$ cat config.mk
export PLATFORM = sky130hd
export DESIGN_NAME = printf_format_wide_conversion_rewriter
export DESIGN_NICKNAME = d
export VERILOG_FILES = /design/src/hw/rtl/pfwc_pkg.sv /design/src/hw/rtl/printf_format_wide_conversion_rewriter.sv /design/src/hw/rtl/pfwc_decode.sv /design/src/hw/rtl/pfwc_outq.sv
export SDC_FILE = /design/constraint.sdc
export NUM_CORES = 1
export LEC_CHECK = 0
export ABC_AREA = 1
export BUFFER_PORTS_ARGS = -buffer_cell sky130_fd_sc_hd__buf_4
export CELL_PAD_IN_SITES_DETAIL_PLACEMENT = 1
export CELL_PAD_IN_SITES_GLOBAL_PLACEMENT = 2
export CORE_ASPECT_RATIO = 1.25
export CORE_MARGIN = 10
export CORE_UTILIZATION = 32
export CTS_CLUSTER_SIZE = 10
export DETAILED_ROUTE_END_ITERATION = 16
export HOLD_SLACK_MARGIN = 0.05
export PLACE_DENSITY_LB_ADDON = 0.25
export RECOVER_POWER = 50
export SETUP_SLACK_MARGIN = 0.5
export SKIP_LAST_GASP = 1
export SLEW_MARGIN = 10
export SYNTH_ARGS = -nofsm -noshare
export SYNTH_HDL_FRONTEND = slang
export SYNTH_HIERARCHICAL = 1
export SYNTH_SLANG_ARGS = --single-unit
$ cat constraint.sdc
create_clock -name clk -period 3 [get_ports clk]
set_input_delay 0.3 -clock clk [delete_from_list [all_inputs] [get_ports clk]]
set_output_delay 0.3 -clock clk [all_outputs]
set_load 0.05 [all_outputs]
$ cat src/hw/rtl/pfwc_pkg.sv
// ----------------------------------------------------------------------------
// pfwc_pkg
// Types, character codes and decode result for the wide format rewriter.
// ----------------------------------------------------------------------------
package pfwc_pkg;

    localparam int CHAR_BITS = 21;
    localparam int TDATA_BITS = 24;
    localparam int OUTQ_DEPTH = 3;

    typedef logic [CHAR_BITS-1:0] char_t;

    typedef enum logic [2:0] {
        MODE_TEXT   = 3'd0,
        MODE_FLAGS  = 3'd1,
        MODE_WIDTH  = 3'd2,
        MODE_PREC   = 3'd3,
        MODE_MODS   = 3'd4,
        MODE_WAFTER = 3'd5
    } mode_t;

    localparam char_t CH_NUL   = char_t'(8'h00);
    localparam char_t CH_SPACE = char_t'(8'h20);
    localparam char_t CH_HASH  = char_t'(8'h23);
    localparam char_t CH_PCT   = char_t'(8'h25);
    localparam char_t CH_QUOTE = char_t'(8'h27);
    localparam char_t CH_PLUS  = char_t'(8'h2B);
    localparam char_t CH_MINUS = char_t'(8'h2D);
    localparam char_t CH_DOT   = char_t'(8'h2E);
    localparam char_t CH_ZERO  = char_t'(8'h30);
    localparam char_t CH_NINE  = char_t'(8'h39);
    localparam char_t CH_UC_C  = char_t'(8'h43);
    localparam char_t CH_UC_I  = char_t'(8'h49);
    localparam char_t CH_UC_L  = char_t'(8'h4C);
    localparam char_t CH_UC_S  = char_t'(8'h53);
    localparam char_t CH_LC_C  = char_t'(8'h63);
    localparam char_t CH_LC_H  = char_t'(8'h68);
    localparam char_t CH_LC_L  = char_t'(8'h6C);
    localparam char_t CH_LC_S  = char_t'(8'h73);
    localparam char_t CH_LC_W  = char_t'(8'h77);

    // results produced by one request
    typedef struct packed {
        logic [1:0] count;
        char_t      c0;
        char_t      c1;
        mode_t      next_mode;
    } decode_t;

endpackage

$ cat src/hw/rtl/printf_format_wide_conversion_rewriter.sv
// ----------------------------------------------------------------------------
// printf_format_wide_conversion_rewriter
// Rewrites a wide printf format string between the two conventions for
// string and character conversions, one character per request.
// ----------------------------------------------------------------------------
// Input channel s_*: one source character per request, in s_tdata[20:0].
// Output channel m_*: rewritten characters in m_tdata[20:0]; m_tlast marks
// the final character produced by one input request. An input request gives
// zero (a held 'w' modifier), one or two output characters.
// The characters of an accepted request are registered in the result queue.
// Throughput: one input request per cycle while each gives at most one
// character and m_tready is high; the characters of a request giving two
// leave one by one through the single output port of the result queue.
// The result queue holds three characters, so a new request is taken while
// one finished character waits on a stalled receiver. With m_tready low,
// s_tready drops once the queue cannot take two more characters.
// Reset returns the parser to plain text mode and empties the queue.
// A NUL character is always passed on and returns the parser to text mode.
// ----------------------------------------------------------------------------
module printf_format_wide_conversion_rewriter (
    input  logic        clk,
    input  logic        rst_n,
    input  logic        s_tvalid,
    output logic        s_tready,
    input  logic [23:0] s_tdata,    // [20:0] in_char, [23:21] zero
    output logic        m_tvalid,
    input  logic        m_tready,
    output logic [23:0] m_tdata,    // [20:0] out_char, [23:21] zero
    output logic        m_tlast
);

    logic              accept;
    pfwc_pkg::char_t   in_char;
    pfwc_pkg::char_t   out_char;
    pfwc_pkg::decode_t result;

    assign in_char = s_tdata[pfwc_pkg::CHAR_BITS-1:0];
    assign accept = s_tvalid && s_tready;

    pfwc_decode u_decode (
        .clk     (clk),
        .rst_n   (rst_n),
        .accept  (accept),
        .in_char (in_char),
        .result  (result)
    );

    pfwc_outq u_outq (
        .clk       (clk),
        .rst_n     (rst_n),
        .push      (accept),
        .result    (result),
        .space     (s_tready),
        .out_valid (m_tvalid),
        .out_ready (m_tready),
        .out_char  (out_char),
        .out_last  (m_tlast)
    );

    assign m_tdata = {{(pfwc_pkg::TDATA_BITS - pfwc_pkg::CHAR_BITS){1'b0}}, out_char};

endmodule

$ cat src/hw/rtl/pfwc_decode.sv
// ----------------------------------------------------------------------------
// pfwc_decode
// Parser mode register and combinational rewrite of one character.
// ----------------------------------------------------------------------------
module pfwc_decode (
    input  logic                clk,
    input  logic                rst_n,
    input  logic                accept,
    input  pfwc_pkg::char_t     in_char,
    output pfwc_pkg::decode_t   result
);

    pfwc_pkg::mode_t mode_reg;
    pfwc_pkg::mode_t mode_next;

    logic is_flag;
    logic is_digit;
    logic is_mod;
    logic is_strconv;
    pfwc_pkg::char_t swapped;
    pfwc_pkg::decode_t first_mod;

    always_comb
    begin
        is_flag = (in_char == pfwc_pkg::CH_MINUS) || (in_char == pfwc_pkg::CH_PLUS) ||
                  (in_char == pfwc_pkg::CH_SPACE) || (in_char == pfwc_pkg::CH_HASH) ||
                  (in_char == pfwc_pkg::CH_QUOTE) || (in_char == pfwc_pkg::CH_ZERO);
        is_digit = (in_char >= pfwc_pkg::CH_ZERO) && (in_char <= pfwc_pkg::CH_NINE);
        is_mod = (in_char == pfwc_pkg::CH_LC_H) || (in_char == pfwc_pkg::CH_LC_L) ||
                 (in_char == pfwc_pkg::CH_UC_L) || (in_char == pfwc_pkg::CH_LC_W) ||
                 (in_char == pfwc_pkg::CH_UC_I);
        is_strconv = (in_char == pfwc_pkg::CH_LC_S) || (in_char == pfwc_pkg::CH_UC_S) ||
                     (in_char == pfwc_pkg::CH_LC_C) || (in_char == pfwc_pkg::CH_UC_C);

        priority if (in_char == pfwc_pkg::CH_LC_S)
            swapped = pfwc_pkg::CH_UC_S;
        else if (in_char == pfwc_pkg::CH_UC_S)
            swapped = pfwc_pkg::CH_LC_S;
        else if (in_char == pfwc_pkg::CH_LC_C)
            swapped = pfwc_pkg::CH_UC_C;
        else if (in_char == pfwc_pkg::CH_UC_C)
            swapped = pfwc_pkg::CH_LC_C;
        else
            swapped = in_char;

        // first modifier position
        first_mod.c1 = in_char;
        priority if (in_char == pfwc_pkg::CH_LC_W)
        begin
            first_mod.count = 2'd0;
            first_mod.c0 = in_char;
            first_mod.next_mode = pfwc_pkg::MODE_WAFTER;
        end
        else if (is_mod)
        begin
            first_mod.count = 2'd1;
            first_mod.c0 = in_char;
            first_mod.next_mode = pfwc_pkg::MODE_MODS;
        end
        else
        begin
            first_mod.count = 2'd1;
            first_mod.c0 = swapped;
            first_mod.next_mode = pfwc_pkg::MODE_TEXT;
        end
    end

    always_comb
    begin
        result.count = 2'd1;
        result.c0 = in_char;
        result.c1 = in_char;
        result.next_mode = pfwc_pkg::MODE_TEXT;
        unique case (mode_reg)
            pfwc_pkg::MODE_FLAGS:
            begin
                priority if (is_flag)
                    result.next_mode = pfwc_pkg::MODE_FLAGS;
                else if (is_digit)
                    result.next_mode = pfwc_pkg::MODE_WIDTH;
                else if (in_char == pfwc_pkg::CH_DOT)
                    result.next_mode = pfwc_pkg::MODE_PREC;
                else
                    result = first_mod;
            end
            pfwc_pkg::MODE_WIDTH:
            begin
                priority if (is_digit)
                    result.next_mode = pfwc_pkg::MODE_WIDTH;
                else if (in_char == pfwc_pkg::CH_DOT)
                    result.next_mode = pfwc_pkg::MODE_PREC;
                else
                    result = first_mod;
            end
            pfwc_pkg::MODE_PREC:
            begin
                if (is_digit)
                    result.next_mode = pfwc_pkg::MODE_PREC;
                else
                    result = first_mod;
            end
            pfwc_pkg::MODE_MODS:
            begin
                result.next_mode = is_mod ? pfwc_pkg::MODE_MODS : pfwc_pkg::MODE_TEXT;
            end
            pfwc_pkg::MODE_WAFTER:
            begin
                result.count = 2'd2;
                result.c0 = is_strconv ? pfwc_pkg::CH_LC_L : pfwc_pkg::CH_LC_W;
            end
            default:
            begin
                result.next_mode = (in_char == pfwc_pkg::CH_PCT) ?
                                   pfwc_pkg::MODE_FLAGS : pfwc_pkg::MODE_TEXT;
            end
        endcase
    end

    assign mode_next = accept ? result.next_mode : mode_reg;

    always_ff @(posedge clk or negedge rst_n)
    begin
        if (!rst_n)
            mode_reg <= pfwc_pkg::MODE_TEXT;
        else
            mode_reg <= mode_next;
    end

endmodule

$ cat src/hw/rtl/pfwc_outq.sv
// ----------------------------------------------------------------------------
// pfwc_outq
// Three-entry result queue; takes up to two characters per request.
// ----------------------------------------------------------------------------
module pfwc_outq (
    input  logic                clk,
    input  logic                rst_n,
    input  logic                push,
    input  pfwc_pkg::decode_t   result,
    output logic                space,
    output logic                out_valid,
    input  logic                out_ready,
    output pfwc_pkg::char_t     out_char,
    output logic                out_last
);

    pfwc_pkg::char_t char_reg  [pfwc_pkg::OUTQ_DEPTH];
    logic            last_reg  [pfwc_pkg::OUTQ_DEPTH];
    pfwc_pkg::char_t char_next [pfwc_pkg::OUTQ_DEPTH];
    logic            last_next [pfwc_pkg::OUTQ_DEPTH];
    logic [1:0]      cnt_reg;
    logic [1:0]      cnt_next;
    logic [1:0]      cnt_mid;
    logic            pop;

    assign out_valid = (cnt_reg != 2'd0);
    assign pop = out_valid && out_ready;
    assign cnt_mid = cnt_reg - {1'b0, pop};
    assign space = (cnt_mid <= 2'd1);
    assign out_char = char_reg[0];
    assign out_last = last_reg[0];

    always_comb
    begin
        for (int i = 0; i < pfwc_pkg::OUTQ_DEPTH; i++)
        begin
            if (pop && (i < pfwc_pkg::OUTQ_DEPTH - 1))
            begin
                char_next[i] = char_reg[i+1];
                last_next[i] = last_reg[i+1];
            end
            else
            begin
                char_next[i] = char_reg[i];
                last_next[i] = last_reg[i];
            end
            if (push && (result.count != 2'd0) && (2'(i) == cnt_mid))
            begin
                char_next[i] = result.c0;
                last_next[i] = (result.count == 2'd1);
            end
            if (push && (result.count == 2'd2) && (2'(i) == cnt_mid + 2'd1))
            begin
                char_next[i] = result.c1;
                last_next[i] = 1'b1;
            end
        end
        cnt_next = push ? (cnt_mid + result.count) : cnt_mid;
    end

    always_ff @(posedge clk or negedge rst_n)
    begin
        if (!rst_n)
            cnt_reg <= 2'd0;
        else
            cnt_reg <= cnt_next;
    end

    always_ff @(posedge clk)
    begin
        for (int i = 0; i < pfwc_pkg::OUTQ_DEPTH; i++)
        begin
            char_reg[i] <= char_next[i];
            last_reg[i] <= last_next[i];
        end
    end

endmodule
# [Yosys cells after proc, flatten, opt, wreduce, memory -nomap -nowiden]
# Memories as Yosys holds them, arrays and structs flattened.
# Index checks and enable logic that the tools add are counted.
[totals] input_bits=28 reg_bits=5 out_inout_bits=27 memories=2 elab_cells=103 mem_bits_rw=66
[memory_table] name="u_outq.char_reg" depth=3 word_bits=21 rd=3 rd_clocked_by_memory_dff=0 write_ports=3 line="pfwc_outq.sv:17" rtl="pfwc_pkg::char_t char_reg [pfwc_pkg::OUTQ_DEPTH];"
[memory_table] name="u_outq.last_reg" depth=3 word_bits=1 rd=3 rd_clocked_by_memory_dff=0 write_ports=3 line="pfwc_outq.sv:18" rtl="logic last_reg [pfwc_pkg::OUTQ_DEPTH];"
[classes] mux=38 eq_ne=28 n_lt_le_gt_ge=3 n_reduce_logical=27 n_addsub=3
[op_table] cell="two-way mux 21 bit" n=13
[op_table] cell="equality test 21 x 7 -> 1 bit (second input constant)" n=9
[op_table] cell="two-way mux 44 bit" n=4
[op_table] cell="equality test 21 x 6 -> 1 bit (second input constant)" n=8
[op_table] cell="one-hot mux 23 bit (4 select lines)" n=1
[op_table] cell="one-hot mux 21 bit (3 select lines)" n=1
[op_table] cell="two-way mux 23 bit" n=1
[op_table] cell=">= comparator 21 x 6 -> 1 bit (second input constant)" n=1
[op_table] cell="<= comparator 21 x 6 -> 1 bit (second input constant)" n=1
[op_table] cell="two-way mux 3 bit" n=6
[op_table] cell="one-hot mux 3 bit (5 select lines)" n=1
[op_table] cell="logical OR 1 bit" n=12
[op_table] cell="logical AND 1 bit" n=11
[op_table] cell="two-way mux 1 bit" n=9
[op_table] cell="equality test 3 x 2 -> 1 bit (second input constant)" n=2
[op_table] cell="equality test 3 bit (second input constant)" n=2
[op_table] cell="two-way mux 5 bit" n=1
[op_table] cell="equality test 1 x 2 -> 1 bit (first input constant)" n=2
[op_table] cell="equality test 2 bit (first input constant)" n=2
[op_table] cell="logical NOT 2 bit" n=2
[op_table] cell="nonzero test 2 bit" n=2
[op_table] cell="equality test 3 x 1 -> 1 bit (second input constant)" n=1
[op_table] cell="adder 2 x 1 -> 2 bit (second input constant)" n=1
[op_table] cell="adder 2 bit" n=1
[op_table] cell="5 further kinds" n=5

# [Logic depth before layout (Yosys ltp)]
[logic_depth] word_depth=16 mapped_depth=19 mapped_depth_nobuf=16

# [Cells and area by module]
# The synthesis kept the hierarchy.
[by_module_without_submodules] mod="pfwc_outq" seq_area_each_um2=2001.9 n_inst=1 area_per_inst_um2=4235.3 cells_per_inst=486
[by_module_without_submodules] mod="pfwc_decode" seq_area_each_um2=75.1 n_inst=1 area_per_inst_um2=1360.1 cells_per_inst=266
[by_module_without_submodules] mod="printf_format_wide_conversion_rewriter" seq_area_each_um2=0.0 n_inst=1 area_per_inst_um2=33.8 cells_per_inst=6

# [Worst setup path before layout]
# No wires, ideal clock.
[synth_path] path_type="reg2reg" start="register u_outq/cnt_reg[1] (netlist name)" end="memory u_outq/char_reg[0][0] in the netlist's numbering (enable)" setup_time_ns=0.381 synth_period_minus_slack_ns=3.524 arrival_ns=3.143 path_stages_with_launch=18 slack_ns=-0.524 t_required_ns=2.619 n_path_buf=3 cell_sequence="dfrtp_1 > inv_1 > nand2_1 > nand2_1 > inv_1 > ha_1 > inv_1 > nand2_1 > nand2_4 > buf_8 > buf_6 > nand2_1 > inv_1 > nand2_1 > nand2_4 > nand3_4 > buf_2 > nand3_1"
[synth_lines] element="to (decl)" line="pfwc_outq.sv:17"

# [Worst setup path in the final report]
[layout_path] start="register u_outq.cnt_reg[1]" end="output port s_tready"
[layout_between] elab_chain_cells=4
[layout_lines] element="from (decl)" line="pfwc_outq.sv:21" rtl="logic [1:0] cnt_reg;"
[layout_lines] element="from (signal assigned)" line="pfwc_outq.sv:66" rtl="cnt_reg <= cnt_next;"
[layout_lines] element="nonzero test 2 bit" line="pfwc_outq.sv:26" rtl="assign out_valid = (cnt_reg != 2'd0);"
[layout_lines] element="logical AND 1 bit" line="pfwc_outq.sv:27" rtl="assign pop = out_valid && out_ready;"
[layout_lines] element="subtractor 2 x 1 -> 2 bit (*)" line="pfwc_outq.sv:28" rtl="assign cnt_mid = cnt_reg - {1'b0, pop};"
[layout_lines] element="<= comparator 2 x 1 -> 1 bit (*)" line="pfwc_outq.sv:29" rtl="assign space = (cnt_mid <= 2'd1);"
[layout_lines] element="to (decl)" line="printf_format_wide_conversion_rewriter.sv:24" rtl="output logic s_tready,"
# Every way passes the cells marked *; elsewhere a longest branch is shown, timed or not.

==> flow_summary.yaml <==
status:
  outcome: "finished clean"
critical_path:
  r2r-end: "u_outq/char_reg[0][21]"
  worst_setup_path_start_kind: "register"
  reg2reg_from: "u_decode/mode_reg[1]"
  crit_required_ps: 2700
  critPathKind: "reg2out"
  r2r_cells: 11
  crit_fanout: 7
  r2r_slack_ps: 460
  cp.arrival_ps: 2250
  crit_path_end_kind: "output pin"
die:
  row_count: 53
  die_h_um: 167.1
  core_um2: 16910
  die_w_um: 137.7
  ioPinCount: 55
  initial_core_util_pct: 32.76
  die_area_um2: 23000
cts:
  cts_buffers: 9
  htreeDepth: 3
  cts_sinks: 71
  path_clk_slew_ps: 60
  cts_tree: "built"
  root_buffer: "clkbuf_16"
  clock_latency_ps: 340
  clock_path_buffers: 2
min_path:
  hold_class: "in2reg"
  whs_endpoint: "u_decode/mode_reg[1]"
  min_path_cells: 4
  min_from: "s_tvalid"
timing:
  drv_slew: 0
  setup_tns_ps: 0
  period_minus_slack_ps: 2552
  finClkSkew_ps: 10.99
  hold_viol: 0
  max_slew_margin_pct: 58.97
  period_share_pct: 85.06
  holdWs_ps: 267.6
  setup_viol: 0
  worstMarginPinSlew_ps: 618.1
  rsz0062_at_grt: "true"
  max_freq_mhz: 391.9
grt:
  overflow: 0
  grt_max_degree: 32
  grt_pass1_vias: 4958
  grt_pass1_wl_um: 26920
  antenna_found_initial: 0
  grt_use_total_pct: 14.89
routing:
  first_pass_iters: 4
  drt_iter0_drc: 198
  wl_per_cell_um: 17.62
  num_vias: 4871
  drt-total-wl_um: 17440
  viasPerCell: 4.920
  drc: 0
  ant_nets: 0
final_layout:
  layout.nets: 794
  num_antenna_cells: 0
  largest_reg_flops: 63
  fillers: 2087
  area_growth_pct: 14.30
  drive_gt1_share_pct: 17.92
yosys:
  synth_cells: 739
  synth_area_um2: 5539
  syn-mean-instance-area_um2: 7.495
  yosys_warnings: 6
placement:
  port_buffers: 48
  dp_hpwl_um: 12450
  gp_congestion: 0.8738
pwr:
  p_leak_nw: 2.940
  vdd_ir_drop_max_uv: 422.1
  p_per_area_nw_per_um2: 836.9
flow_run:
  drv_cap: 0
[report_power, final]
| part | internal, mW | switching, mW |
|---|---|---|
| clock network | 0.729 | 0.420 |
| registers | 1.47 | 0.0899 |
| logic | 0.699 | 1.89 |
[cell type report]
class,instances,area (um2),area share (%)
clock buffers,9,225.2,3.557
clock inverters,7,95.09,1.502
inverters,114,450.4,7.115
multi-input cells,484,2601,41.09
flip-flops and latches,71,2077,32.81
well taps,220,275.3,4.348
repair buffers,85,606.8,9.585
[metrics by stage]
step / std cells / worst slack (ps) / utilization [%] / power, mW / cell area (um2)
3_5_place_dp: 940 / 373.9 / 33.64 / 3.959 / 5689
5_1_grt: 990 / 263.6 / 37.44 / 5.626 / 6331
2_1_floorplan: 741 / 428.0 / - / 3.765 / 5699
6_report: 990 / 448.1 / 37.44 / 5.298 / 6331
4_1_cts: 979 / 520.7 / 37.50 / 5.426 / 6341
3_3_place_gp: 940 / 447.6 / 33.64 / 3.891 / 5689
[placed cells by master (no fill, tap or decap), types with 8 or more instances in the layout]
master,instances
nand2_1,196
inv_1,102
nand3_1,66
nand4_1,63
edfxtp_1,63
nor2_1,60
buf_4,52
clkbuf_1,25
a21oi_1,16
a31oi_1,13
a21oi_2,11
clkbuf_16,9
nand3_4,9
nand2_8,8
[routing by layer]
layer	wire length (um)	share of wire, %	global-route usage [%]	up-vias
met2	8718	50	25.37	100
met4	374	2.1	5.142	0
li1	-	-	-	2450
met3	980	5.6	2.904	16
met5	0	0	0	-
met1	7367	42	18.06	2305
[worst max-delay path, stage by stage, from the launching register on]
cell and delay (ps):
dfrtp_1 390, inv_1 170, nand2_8 80, nand2_8 70, inv_4 40, ha_4 160, inv_2 50, nand2_2 70
nand2_8 80, buf_4 130, buf_4 180, clkbuf_1 490
[how the worst max path moves through the flow]
stage	start	depth (start not counted)	end	slack, ps
6_report	u_outq/cnt_reg[1]	11	s_tready	450
5_1_grt	u_decode/mode_reg[1]	13	u_outq/char_reg[0][36]	260
4_1_cts	u_decode/mode_reg[1]	12	u_outq/char_reg[0][22]	520
3_5_place_dp	s_tdata[7]	15	u_outq/char_reg[0][9]	370
3_3_place_gp	s_tdata[7]	13	u_outq/char_reg[0][50]	450
2_1_floorplan	u_outq/cnt_reg[0]	17	u_outq/char_reg[0][0]	430
[repair_timing]
item,4_1_cts,5_1_grt
endpoints found under the hold margin,5,0
cloned,9,3
setup buffers,13,8
resized for setup,17,8
pin swaps,12,6
hold buffers,1,0
endpoints found under the setup margin,86,127
Note: power is estimated with default switching activity, not from simulation.
